## src/sv/lprd_pkg.sv

```systemverilog
`timescale 1ns / 1ps

package lprd_pkg;

    localparam int SIZE_WORD_BYTES_DEF = 8;
    localparam int POSITION_BITS_DEF   = 32;

    typedef enum logic [1:0] {
        PH_KSIZE = 2'd0,
        PH_KSKIP = 2'd1,
        PH_RSIZE = 2'd2,
        PH_RSKIP = 2'd3
    } phase_t;

    typedef enum logic [1:0] {
        KIND_ROW = 2'd0,
        KIND_END = 2'd1,
        KIND_ERR = 2'd2
    } kind_t;

    typedef struct packed {
        logic [31:0] block_length;
        logic        first_of_block;
        logic [7:0]  data_byte;
    } item_t;

    typedef struct packed {
        kind_t       result_kind;
        logic [31:0] row_offset;
        logic [31:0] row_length;
        logic        last;
    } result_t;

    // Up to two results produced by one byte, res0 first.
    typedef struct packed {
        logic [1:0] count;
        result_t    res0;
        result_t    res1;
    } push_t;

endpackage

```

## src/sv/lprd_in_stage.sv

```systemverilog
`timescale 1ns / 1ps

module lprd_in_stage
    import lprd_pkg::*;
(
    input  logic  aclk,
    input  logic  aresetn,
    input  logic  s_tvalid,
    output logic  s_tready,
    input  item_t s_item,
    input  logic  take,
    output logic  item_valid,
    output item_t item
);

    logic  valid_reg;
    logic  valid_next;
    item_t item_reg;

    // Refill in the same cycle the held item moves on.
    assign s_tready   = !valid_reg || take;
    assign item_valid = valid_reg;
    assign item       = item_reg;

    always_comb begin
        valid_next = valid_reg;
        if (take) begin
            valid_next = 1'b0;
        end
        if (s_tvalid && s_tready) begin
            valid_next = 1'b1;
        end
    end

    always_ff @(posedge aclk) begin
        if (!aresetn) begin
            valid_reg <= 1'b0;
        end else begin
            valid_reg <= valid_next;
        end
    end

    always_ff @(posedge aclk) begin
        if (s_tvalid && s_tready) begin
            item_reg <= s_item;
        end
    end

endmodule

```

## src/sv/lprd_core.sv

```systemverilog
`timescale 1ns / 1ps

module lprd_core
    import lprd_pkg::*;
#(
    parameter int SIZE_WORD_BYTES = SIZE_WORD_BYTES_DEF,
    parameter int POSITION_BITS   = POSITION_BITS_DEF
) (
    input  logic  aclk,
    input  logic  aresetn,
    input  logic  cfg_we,
    input  logic  cfg_wdata,
    input  logic  advance,
    input  item_t item,
    output push_t push
);

    localparam int SW      = 8 * SIZE_WORD_BYTES;
    localparam int CW      = (POSITION_BITS > 32) ? POSITION_BITS : 32;
    localparam int ZW      = (SW > 32) ? SW : 32;
    localparam int WBC_W   = (SIZE_WORD_BYTES > 1) ? $clog2(SIZE_WORD_BYTES) : 1;
    localparam int WBC_I_W = WBC_W + 1;

    logic                     kpp_reg;
    phase_t                   phase_reg, phase_next;
    logic [WBC_W-1:0]         wbc_reg, wbc_next;
    logic [SW-1:0]            size_reg, size_next;
    logic [POSITION_BITS-1:0] pos_reg, pos_next;
    logic [31:0]              rem_reg, rem_next;
    logic [31:0]              skip_reg, skip_next;
    logic [31:0]              row_len_reg, row_len_next;
    logic                     err_reg, err_next;

    phase_t                   start_phase;
    phase_t                   b_phase;
    logic [WBC_W-1:0]         b_wbc;
    logic [POSITION_BITS-1:0] b_pos;
    logic [31:0]              b_rem;
    logic [31:0]              b_skip;
    logic                     b_err;

    logic                     first;
    logic [CW-1:0]            blen_ext;
    logic [CW-1:0]            newpos_ext;
    logic [POSITION_BITS-1:0] newpos;
    logic                     active;
    logic                     is_size;
    logic [SW-1:0]            size_word;
    logic [WBC_I_W-1:0]       wbc_inc;
    logic                     word_done;
    logic [ZW-1:0]            sz_ext;
    logic [31:0]              sz32;
    logic                     size_err;
    logic [31:0]              skip_dec;
    logic                     row_hit;
    logic                     end_hit;
    logic [31:0]              row_len_out;
    logic [POSITION_BITS-1:0] row_off_pos;
    logic [31:0]              row_off;
    logic [31:0]              restart_rem;

    // Little-endian size word: shift each byte in from the top.
    generate
        if (SW == 8) begin : g_one_byte
            assign size_word = item.data_byte;
        end else begin : g_multi_byte
            assign size_word = {item.data_byte, size_reg[SW-1:8]};
        end
    endgenerate

    // Decode the byte against the state, with a block start applied first.
    always_comb begin
        first       = item.first_of_block;
        start_phase = kpp_reg ? PH_KSIZE : PH_RSIZE;
        b_phase     = first ? start_phase : phase_reg;
        b_wbc       = first ? '0 : wbc_reg;
        b_pos       = first ? '0 : pos_reg;
        b_rem       = first ? item.block_length : rem_reg;
        b_skip      = first ? '0 : skip_reg;
        b_err       = first ? 1'b0 : err_reg;

        blen_ext    = CW'(item.block_length);
        active      = advance && !b_err && !(CW'(b_pos) >= blen_ext);
        newpos      = b_pos + POSITION_BITS'(1);
        newpos_ext  = CW'(newpos);

        is_size     = (b_phase == PH_KSIZE) || (b_phase == PH_RSIZE);
        wbc_inc     = WBC_I_W'(b_wbc) + WBC_I_W'(1);
        word_done   = is_size && (wbc_inc == WBC_I_W'(SIZE_WORD_BYTES));
        sz_ext      = ZW'(size_word);
        sz32        = 32'(sz_ext);
        size_err    = word_done && (sz_ext > ZW'(b_rem));
        skip_dec    = b_skip - 32'd1;

        row_hit     = (word_done && !size_err && (b_phase == PH_RSIZE) && (sz32 == '0))
                   || (!is_size && (b_phase == PH_RSKIP) && (skip_dec == '0));
        end_hit     = !size_err && (newpos_ext == blen_ext);

        row_len_out = is_size ? '0 : row_len_reg;
        row_off_pos = newpos - POSITION_BITS'(row_len_out);
        row_off     = 32'(row_off_pos);
        restart_rem = (newpos_ext <= blen_ext) ? 32'(blen_ext - newpos_ext) : '0;
    end

    // Next state
    always_comb begin
        phase_next   = b_phase;
        wbc_next     = b_wbc;
        size_next    = size_reg;
        pos_next     = b_pos;
        rem_next     = b_rem;
        skip_next    = b_skip;
        row_len_next = row_len_reg;
        err_next     = b_err;
        if (!advance) begin
            phase_next = phase_reg;
            wbc_next   = wbc_reg;
            pos_next   = pos_reg;
            rem_next   = rem_reg;
            skip_next  = skip_reg;
            err_next   = err_reg;
        end else if (active) begin
            pos_next = newpos;
            if (is_size) begin
                size_next = size_word;
                if (word_done) begin
                    wbc_next = '0;
                    if (size_err) begin
                        err_next = 1'b1;
                    end else begin
                        skip_next = sz32;
                        if (b_phase == PH_KSIZE) begin
                            phase_next = (sz32 == '0) ? PH_RSIZE : PH_KSKIP;
                        end else if (sz32 != '0) begin
                            row_len_next = sz32;
                            phase_next   = PH_RSKIP;
                        end
                    end
                end else begin
                    wbc_next = wbc_inc[WBC_W-1:0];
                end
            end else begin
                skip_next = skip_dec;
                if ((skip_dec == '0) && (b_phase == PH_KSKIP)) begin
                    phase_next = PH_RSIZE;
                end
            end
            // Start the next record right after a row closes.
            if (row_hit) begin
                phase_next = start_phase;
                wbc_next   = '0;
                skip_next  = '0;
                rem_next   = restart_rem;
            end
            if (end_hit && !row_hit) begin
                err_next = 1'b1;
            end
        end
    end

    // Outputs
    always_comb begin
        push      = '0;
        push.res0 = '{result_kind: KIND_ROW, row_offset: row_off,
                      row_length: row_len_out, last: 1'b1};
        push.res1 = '{result_kind: KIND_END, row_offset: '0,
                      row_length: '0, last: 1'b1};
        if (active) begin
            if (size_err) begin
                push.count = 2'd1;
                push.res0  = '{result_kind: KIND_ERR, row_offset: '0,
                               row_length: '0, last: 1'b1};
            end else if (row_hit && end_hit) begin
                push.count     = 2'd2;
                push.res0.last = 1'b0;
            end else if (row_hit) begin
                push.count = 2'd1;
            end else if (end_hit) begin
                push.count = 2'd1;
                push.res0  = '{result_kind: KIND_ERR, row_offset: '0,
                               row_length: '0, last: 1'b1};
            end
        end
    end

    always_ff @(posedge aclk) begin
        if (!aresetn) begin
            kpp_reg   <= 1'b0;
            phase_reg <= PH_RSIZE;
            wbc_reg   <= '0;
            pos_reg   <= '0;
            rem_reg   <= '0;
            skip_reg  <= '0;
            err_reg   <= 1'b0;
        end else begin
            if (cfg_we) begin
                kpp_reg <= cfg_wdata;
            end
            phase_reg <= phase_next;
            wbc_reg   <= wbc_next;
            pos_reg   <= pos_next;
            rem_reg   <= rem_next;
            skip_reg  <= skip_next;
            err_reg   <= err_next;
        end
    end

    always_ff @(posedge aclk) begin
        size_reg    <= size_next;
        row_len_reg <= row_len_next;
    end

endmodule

```

## src/sv/lprd_out_queue.sv

```systemverilog
`timescale 1ns / 1ps

module lprd_out_queue
    import lprd_pkg::*;
(
    input  logic    aclk,
    input  logic    aresetn,
    input  push_t   push,
    output logic    push_ready,
    output logic    m_valid,
    input  logic    m_ready,
    output result_t m_result
);

    localparam int DEPTH = 4;
    localparam int PTR_W = $clog2(DEPTH);
    localparam int CNT_W = PTR_W + 1;

    result_t          q_reg [DEPTH];
    logic [PTR_W-1:0] wr_ptr_reg, wr_ptr_next;
    logic [PTR_W-1:0] rd_ptr_reg, rd_ptr_next;
    logic [CNT_W-1:0] cnt_reg, cnt_next;
    logic             pop;
    logic [PTR_W-1:0] wr_ptr_1;

    // Keep room for the two results one byte may produce.
    assign push_ready = (cnt_reg <= CNT_W'(DEPTH - 2));
    assign m_valid    = (cnt_reg != '0);
    assign m_result   = q_reg[rd_ptr_reg];
    assign pop        = m_valid && m_ready;
    assign wr_ptr_1   = wr_ptr_reg + PTR_W'(1);

    always_comb begin
        wr_ptr_next = wr_ptr_reg + PTR_W'(push.count);
        rd_ptr_next = pop ? rd_ptr_reg + PTR_W'(1) : rd_ptr_reg;
        cnt_next    = cnt_reg + CNT_W'(push.count) - CNT_W'(pop);
    end

    always_ff @(posedge aclk) begin
        if (!aresetn) begin
            wr_ptr_reg <= '0;
            rd_ptr_reg <= '0;
            cnt_reg    <= '0;
        end else begin
            wr_ptr_reg <= wr_ptr_next;
            rd_ptr_reg <= rd_ptr_next;
            cnt_reg    <= cnt_next;
        end
    end

    always_ff @(posedge aclk) begin
        if (push.count != 2'd0) begin
            q_reg[wr_ptr_reg] <= push.res0;
        end
        if (push.count == 2'd2) begin
            q_reg[wr_ptr_1] <= push.res1;
        end
    end

endmodule

```

## src/sv/length_prefixed_row_deframer_top.sv

```systemverilog
`timescale 1ns / 1ps

// Row deframer for a length-prefixed block, one byte per item on the s_ side. Each
// record is an optional key-size word plus key bytes (enabled by cfg_wdata written
// through cfg_we, taken at the start of each record), then a row-size word plus the
// row bytes; size words are little-endian. Each row is reported as offset and length,
// an exactly consumed block as a clean end, and a size that overruns the block or a
// block that stops mid-record as a format error, after which bytes are dropped until
// the next item flagged as block start. Bytes are taken at one per clock while the result
// queue has room; an accepted byte is held in the input register, and its results are
// written into the result queue, from which they show on the m_ side. A four-entry result
// queue sets the rate when m_tready stalls: with a byte held in the input register,
// s_tready drops while more than two results wait, and a row that closes exactly on
// the block end adds a second result.
module length_prefixed_row_deframer_top
    import lprd_pkg::*;
#(
    parameter int SIZE_WORD_BYTES = SIZE_WORD_BYTES_DEF,
    parameter int POSITION_BITS   = POSITION_BITS_DEF
) (
    input  logic        aclk,
    input  logic        aresetn,
    input  logic        cfg_we,
    input  logic        cfg_wdata,
    input  logic        s_tvalid,
    output logic        s_tready,
    input  logic [39:0] s_tdata,   // data_byte [7:0], block_length [39:8]
    input  logic        s_tuser,   // first_of_block
    output logic        m_tvalid,
    input  logic        m_tready,
    output logic [63:0] m_tdata,   // row_offset [31:0], row_length [63:32]
    output logic [1:0]  m_tuser,   // result_kind
    output logic        m_tlast
);

    item_t   s_item;
    item_t   item;
    logic    item_valid;
    logic    q_ready;
    logic    advance;
    push_t   push;
    result_t m_result;

    assign s_item.data_byte      = s_tdata[7:0];
    assign s_item.block_length   = s_tdata[39:8];
    assign s_item.first_of_block = s_tuser;
    assign advance               = item_valid && q_ready;

    lprd_in_stage u_in_stage (
        .aclk       (aclk),
        .aresetn    (aresetn),
        .s_tvalid   (s_tvalid),
        .s_tready   (s_tready),
        .s_item     (s_item),
        .take       (advance),
        .item_valid (item_valid),
        .item       (item)
    );

    lprd_core #(
        .SIZE_WORD_BYTES (SIZE_WORD_BYTES),
        .POSITION_BITS   (POSITION_BITS)
    ) u_core (
        .aclk      (aclk),
        .aresetn   (aresetn),
        .cfg_we    (cfg_we),
        .cfg_wdata (cfg_wdata),
        .advance   (advance),
        .item      (item),
        .push      (push)
    );

    lprd_out_queue u_out_queue (
        .aclk       (aclk),
        .aresetn    (aresetn),
        .push       (push),
        .push_ready (q_ready),
        .m_valid    (m_tvalid),
        .m_ready    (m_tready),
        .m_result   (m_result)
    );

    assign m_tdata = {m_result.row_length, m_result.row_offset};
    assign m_tuser = m_result.result_kind;
    assign m_tlast = m_result.last;

endmodule

```

## config.mk

```make
export PLATFORM = sky130hd
export DESIGN_NAME = length_prefixed_row_deframer_top
export DESIGN_NICKNAME = d
export VERILOG_FILES = /design/src/sv/lprd_pkg.sv /design/src/sv/lprd_in_stage.sv /design/src/sv/lprd_core.sv /design/src/sv/lprd_out_queue.sv /design/src/sv/length_prefixed_row_deframer_top.sv
export SDC_FILE = /design/constraint.sdc
export NUM_CORES = 1
export LEC_CHECK = 0
export BUFFER_PORTS_ARGS = -buffer_cell sky130_fd_sc_hd__buf_2
export CORE_UTILIZATION = 65
export CTS_CLUSTER_DIAMETER = 150
export DETAILED_ROUTE_END_ITERATION = 10
export GPL_ROUTABILITY_DRIVEN = 0
export PLACE_DENSITY = 0.83
export SYNTH_ARGS = -nofsm -noshare
export SYNTH_HDL_FRONTEND = slang
export SYNTH_SLANG_ARGS = --single-unit
```

## constraint.sdc

```tcl
create_clock -name aclk -period 17.25 [get_ports aclk]
set_input_delay 3.45 -clock aclk [delete_from_list [all_inputs] [get_ports aclk]]
set_output_delay 3.45 -clock aclk [all_outputs]
set_load 0.01 [all_outputs]
```

# Word-level counts from Yosys, hierarchy flattened

Memory sizes are Yosys's and may differ from the RTL's. A register that Yosys moved wholly into a read port is not among the register bits.
Index checks and enable logic that the tools add are counted.

Flip-flop bits (word level): 248
Latch bits: 0
Memory bits (writable): 268
ROM bits: 0
Bits of input ports: 47
Output and inout bits: 69
Memories kept: 1

Memories:

| name              | depth | width | rd ports | clocked after Yosys merged registers in | wr ports | RTL line             | RTL |
|---|---|---|---|---|---|---|---|
| u_out_queue.q_reg | 4     | 67    | 1        | 1                                       | 2        | lprd_out_queue.sv:19 | `result_t q_reg [DEPTH];` |

Add/subtract/negate cells: 10
Multipliers: 0
Div/mod/pow operators: 0
Order comparisons: 4
Equality and inequality tests: 6
Shift operators: 0
Muxes and demuxes: 51
Bitwise operators: 2
Reduce and logical (&&, ||, !) cells: 34

Operators by type and width:

| operator                | count |
|---|---|
| $mux W32                | 13 |
| $mux W69                | 2 |
| $mux W68                | 1 |
| $mux W67                | 1 |
| $mux W66                | 1 |
| $gt A64 B32 Y1          | 1 |
| $logic_not A32 Y1       | 2 |
| $sub A32 B32 Y32        | 2 |
| $add A32 B1 Y32 const B | 1 |
| $eq A32 B32 Y1          | 1 |
| $ge A32 B32 Y1          | 1 |
| $le A32 B32 Y1          | 1 |
| $reduce_bool A32 Y1     | 1 |
| $sub A32 B1 Y32 const B | 1 |
| $mux W2                 | 15 |
| $logic_and A1 B1 Y1     | 16 |
| $mux W3                 | 5 |
| $mux W1                 | 13 |
| $reduce_and A7 Y1       | 1 |
| $eq A2 B2 Y1 const B    | 3 |
| $logic_not A1 Y1        | 6 |
| $add A2 B1 Y2 const B   | 2 |
| $add A3 B1 Y4 const B   | 1 |
| $eq A4 B4 Y1 const B    | 1 |
| other kinds (11)        | 15 |

# Longest topological paths before layout

Depth after elaboration: 18
Gate-level depth with buffers: 35
Mapped depth without buffers: 25

# By module

Synthesis repeated with hierarchy kept, for this count alone.

Cells, all modules: 2679
Area, all modules: 30615.6 sq um

Modules (own cells, without submodules):

| module                           | instances | cells an instance | area each (sq um) | sequential area each (sq um) |
|---|---|---|---|---|
| lprd_core                        | 1         | 1934              | 15905.3           | 4704.5 |
| lprd_out_queue                   | 1         | 698               | 13415.4           | 8227.9 |
| lprd_in_stage                    | 1         | 46                | 1288.7            | 1251.2 |
| length_prefixed_row_deframer_top | 1         | 1                 | 6.3               | 0.0 |

# Least setup slack after synthesis

Ideal clock, no wire load.

Kind: reg2reg
Start: register u_in_stage.item_reg, in the netlist u_in_stage.item[8]
End: register u_out_queue.cnt_reg[2]
Setup time: 0.115 ns
Arrival time: 7.636 ns
Required time: 17.135 ns
Setup slack: 9.499 ns
Stages on the path, launching flop included: 36
Clock period less this slack: 7.751 ns
Path through: edfxtp_1 > clkbuf_1 > clkbuf_1 > clkbuf_1 > clkbuf_1 > clkbuf_1 > clkbuf_1 > clkbuf_1 > clkbuf_1 > nor2b_1 > ha_1 > and3_1 > and4_1 > and3_1 > clkbuf_1 > and4_1 > clkbuf_1 > and2_1 > nor2b_1 > nand3_1 > xnor2_1 > inv_1 > ha_1 > nand4_1 > nor4_1 > nand3_1 > nor2b_1 > ha_1 > and3_1 > clkbuf_1 > inv_1 > ha_1 > fa_1 > xor2_1 > xnor2_1 > and2_1

Longest elaborated chain between the ends: 16
Elaborated cells between the ends (all ways): 41

Ends and longest elaborated chain:

| element                                                                  | RTL line             | RTL |
|---|---|---|
| start: declaration                                                       | lprd_in_stage.sv:18  | `item_t item_reg;` |
| start signal: assignment                                                 | lprd_in_stage.sv:45  | `item_reg <= s_item;` |
| parallel branches: the longest is 13 deep, another holds $add A32 B1 Y32 | n/a                  |  |
| $mux W69 *                                                               | lprd_core.sv:168     | `if (active) begin` |
| $add A3 B2 Y3 *                                                          | lprd_out_queue.sv:36 | `cnt_next = cnt_reg + CNT_W'(push.count) - CNT_W'(pop);` |
| $sub A3 B1 Y3 *                                                          | lprd_out_queue.sv:36 |  |
| end signal: assignment                                                   | lprd_out_queue.sv:47 | `cnt_reg <= cnt_next;` |
| end: declaration                                                         | lprd_out_queue.sv:22 | `logic [CNT_W-1:0] cnt_reg, cnt_next;` |

Mark *: on every way between the ends.
A chain may end at the register's enable or synchronous reset.

==> flow_summary.toml <==
[status]
status = "finished clean"

[synth]
syn_area_um2 = 26710
synthCells = 2760
ys_seq_area_frac = 0.4305
synth_area_per_cell_um2 = 9.679
synth-edff-count = 129
synth_cell_types = 77
synthFlopType = "dfxtp_1"
ys_seq_elements = 510
syn_nets = 2949
ys_warn_count = 0
synth-async-reset-ratio = 0

[cells_and_area]
fillers = 2842
final_cell_mix = "dfxtp_1, nand2_1, ha_1, nor2_1, a21oi_1"
drive_above_1_share = 0.1155
mostFrequentLayoutCell = "dfxtp_1"
nets = 2977
area_delta_synth_final_pct = 9.414
design_area_um2 = 29230
largest_register_ffs = 268

[drt]
drcViolationCount = 0
wl_mm = 78.73
ant_nets = 0
avgViaCountPerCell = 6.809
num_vias = 22858
detail_route.wl_per_cell_um = 23.45
drtIter0Drc = 3092
drtPass1Iterations = 6

[global_route]
grt_max_degree = 81
overflow = 0
first_global_vias = 21746
antenna_found_initial = 1
gr-usage-all-layers = 0.3719
grt_pass1_wl_mm = 120.7

[pwr]
p_leak_nw = 11.36
switching_share = 0.2837
clkPwrFrac = 0.389
comb_power_share = 0.144
p_per_area_nw_per_um2 = 99.60
irDropWorstVdd_mv = 0.09871
p_sw_uw = 825.9
p_int_mw = 2.085
pwr-share-seq = 0.466
totalPowerFinal_mw = 2.911

[setup_path]
crit_type = "reg2reg"
endpoint = "u_out_queue.q_reg[0][29]"
cp_top_family = "simple AND/OR/NAND/NOR gates"
r2r_slack_ps = 10130
cp_slowest_stage_delay_ps = 480
start_kind = "flop"
cpMaxStageDelayCell = "and2_2"
worstReg2RegStart = "u_in_stage.item[8]"
critPathCaptureType = "flop"
critPathBufInv = 4
worstSetupPathDepth = 25
r2r_end = "u_out_queue.q_reg[0][29]"
startpoint = "u_in_stage.item[8]"
reg2reg_depth = 25
worstPathMaxFanout = 79
worstPathRequired_ps = 17750
crit_arrival_ps = 7620

[clock_tree]
cts_tree = "built"
cts.sinks = 510
cts-buffers-inserted = 52
cts_max_path_buffers = 3
post-cts-setup-buffers = 0
cts.hold.buffers_added = 0
cts.repair.resized = 0
cts_root_buf = "clkbuf_16"
htree_num_levels = 2
clk_pin_slew_ps = 70
clkLatencyLatePin_ps = 630

[floorplan]
coreArea_um2 = 40100
die_height_um = 204.7
start_util = 0.6662
rows = 73
io_pins = 116
fp.dieW_um = 204.7
die_area_um2 = 41910

[sta]
relSlewSlack = 0.2159
min_period_ps = 7116
hold_viol = 0
grt_setup_unrepaired = "false"
setup_slack_ps = 10130
skew_ps = 28.35
fin_setup_tns_ps = 0
final_max_slew_viol_count = 0
max_freq_mhz = 140.5
tightest_slew_ps = 1173
period_share = 0.4125
setup_viol = 0

[placement]
dp_hpwl_mm = 54.29
postPlaceCellArea_um2 = 27500
place_ws_ps = 10320
io_buffers = 115

[hold_path]
hold_path.class = "reg2reg"

[run]
maxCapViolations = 0
worst min path at each step:
stage | start | to | slack [ps] | cells after the start
floorplan | u_out_queue.q_reg[0][65] | u_out_queue.q_reg[0][65] | 410 | 2
global placement | u_out_queue.q_reg[3][63] | u_out_queue.q_reg[3][63] | 420 | 2
detailed placement | u_core.size_reg[47] | u_core.size_reg[39] | 440 | 0
CTS | u_core.size_reg[63] | u_core.size_reg[55] | 440 | 0
global route | u_core.size_reg[63] | u_core.size_reg[55] | 450 | 0
finish | u_core.size_reg[63] | u_core.size_reg[55] | 440 | 0
metrics by stage:
step	util	hold WS [ps]	instances
floorplan	-	410.2	2760
global placement	0.6859	424.7	3259
finish	0.7290	440.2	3357
detailed placement	0.6859	437.3	3259
CTS	0.7289	437.9	3356
global route	0.7289	449.2	3356
per-layer routing:
layer | vias to the layer above | global-route usage | share of wire
li1 | 10271 | - | -
met1 | 10837 | 0.4855 | 0.39
met2 | 1468 | 0.5744 | 0.44
met3 | 282 | 0.07047 | 0.11
met4 | 0 | 0.2209 | 0.063
met5 | - | 0 | 0
worst register-to-register path, cell delays in order (launching register included):
cell and delay (ps):
edfxtp_1 380, buf_4 390, nand2b_1 420, inv_1 130
ha_1 250, and3_1 250, and4_1 240, and3_1 270
and4_1 320, and2_1 180, nor2b_1 290, nand3_1 140
xnor2_1 310, inv_1 90, ha_1 350, nand4_1 160
nor4_1 260, nand3_1 240, nor2b_1 220, ha_1 210
and3_1 320, and2_1 280, nand3_1 130, and2_2 480
buf_4 380, a2bb2o_1 340
cells in the mapped netlist, types with 12 or more instances:
cell      instances  area [um^2]
and2_1           28        175.2
mux2i_1          35        350.3
a21boi_0         15        112.6
o21ai_1          91        455.4
dfxtp_1         381         7627
mux4_2           67         1509
or3_1            13        81.33
nand2b_1         14        87.58
nor3_1           29        145.1
a211o_1          12        105.1
nor2b_1          77        481.7
clkbuf_1        138        518.0
a211oi_1         35        262.8
o21ai_0         129        645.6
a31oi_1          23        143.9
and3_1           27        168.9
nor2_1          136        510.5
a21o_1           33        247.7
o21a_1           35        262.8
nand2_1         290         1089
edfxtp_1        129         3874
a22oi_1          32        240.2
nand3b_1         22        165.2
xnor2_1          59        516.8
a21oi_1         135        675.7
nor4_1           40        250.2
nand3_1          57        285.3
o31ai_1          15        112.6
inv_1           115        431.7
nand4_1          36        225.2
a2bb2o_1         30        300.3
xor2_1           45        394.1
a22o_1          123         1077
ha_1            139         1739
cells by family after synthesis:
kind of cell    Yosys count  share of synthesized area
simple gates            811                     0.1502
mux                     103                    0.07002
xor+xnor                104                    0.03410
fa+ha+maj               142                    0.06735
buf+inv                 285                    0.04271
flops                   510                     0.4305
compound gates          805                     0.2051
power groups by stage:
stage / clock, mW / sequential (mW) / combinational (mW)
finish: 1.13 / 1.36 / 0.420
detailed placement: 0 / 1.38 / 0.411
global route: 1.19 / 1.36 / 0.452
CTS: 1.14 / 1.36 / 0.414
global placement: 0 / 1.38 / 0.395
floorplan: 0 / 1.33 / 0.329
area by class of cell:
| type | count | area, um^2 | share of cell area |
|---|---|---|---|
| Tap cell | 525 | 656.9 | 0.02247 |
| Timing Repair Buffer | 143 | 785.8 | 0.02688 |
| Multi-Input combinational cell | 1965 | 14120 | 0.4831 |
| Inverter | 116 | 435.4 | 0.01490 |
| Clock buffer | 66 | 1424 | 0.04871 |
| Sequential cell | 510 | 11510 | 0.3936 |
| Antenna cell | 1 | 2.502 | 0.00008561 |
| Clock inverter | 31 | 299.0 | 0.01023 |
(Power assumes the default switching activity.)
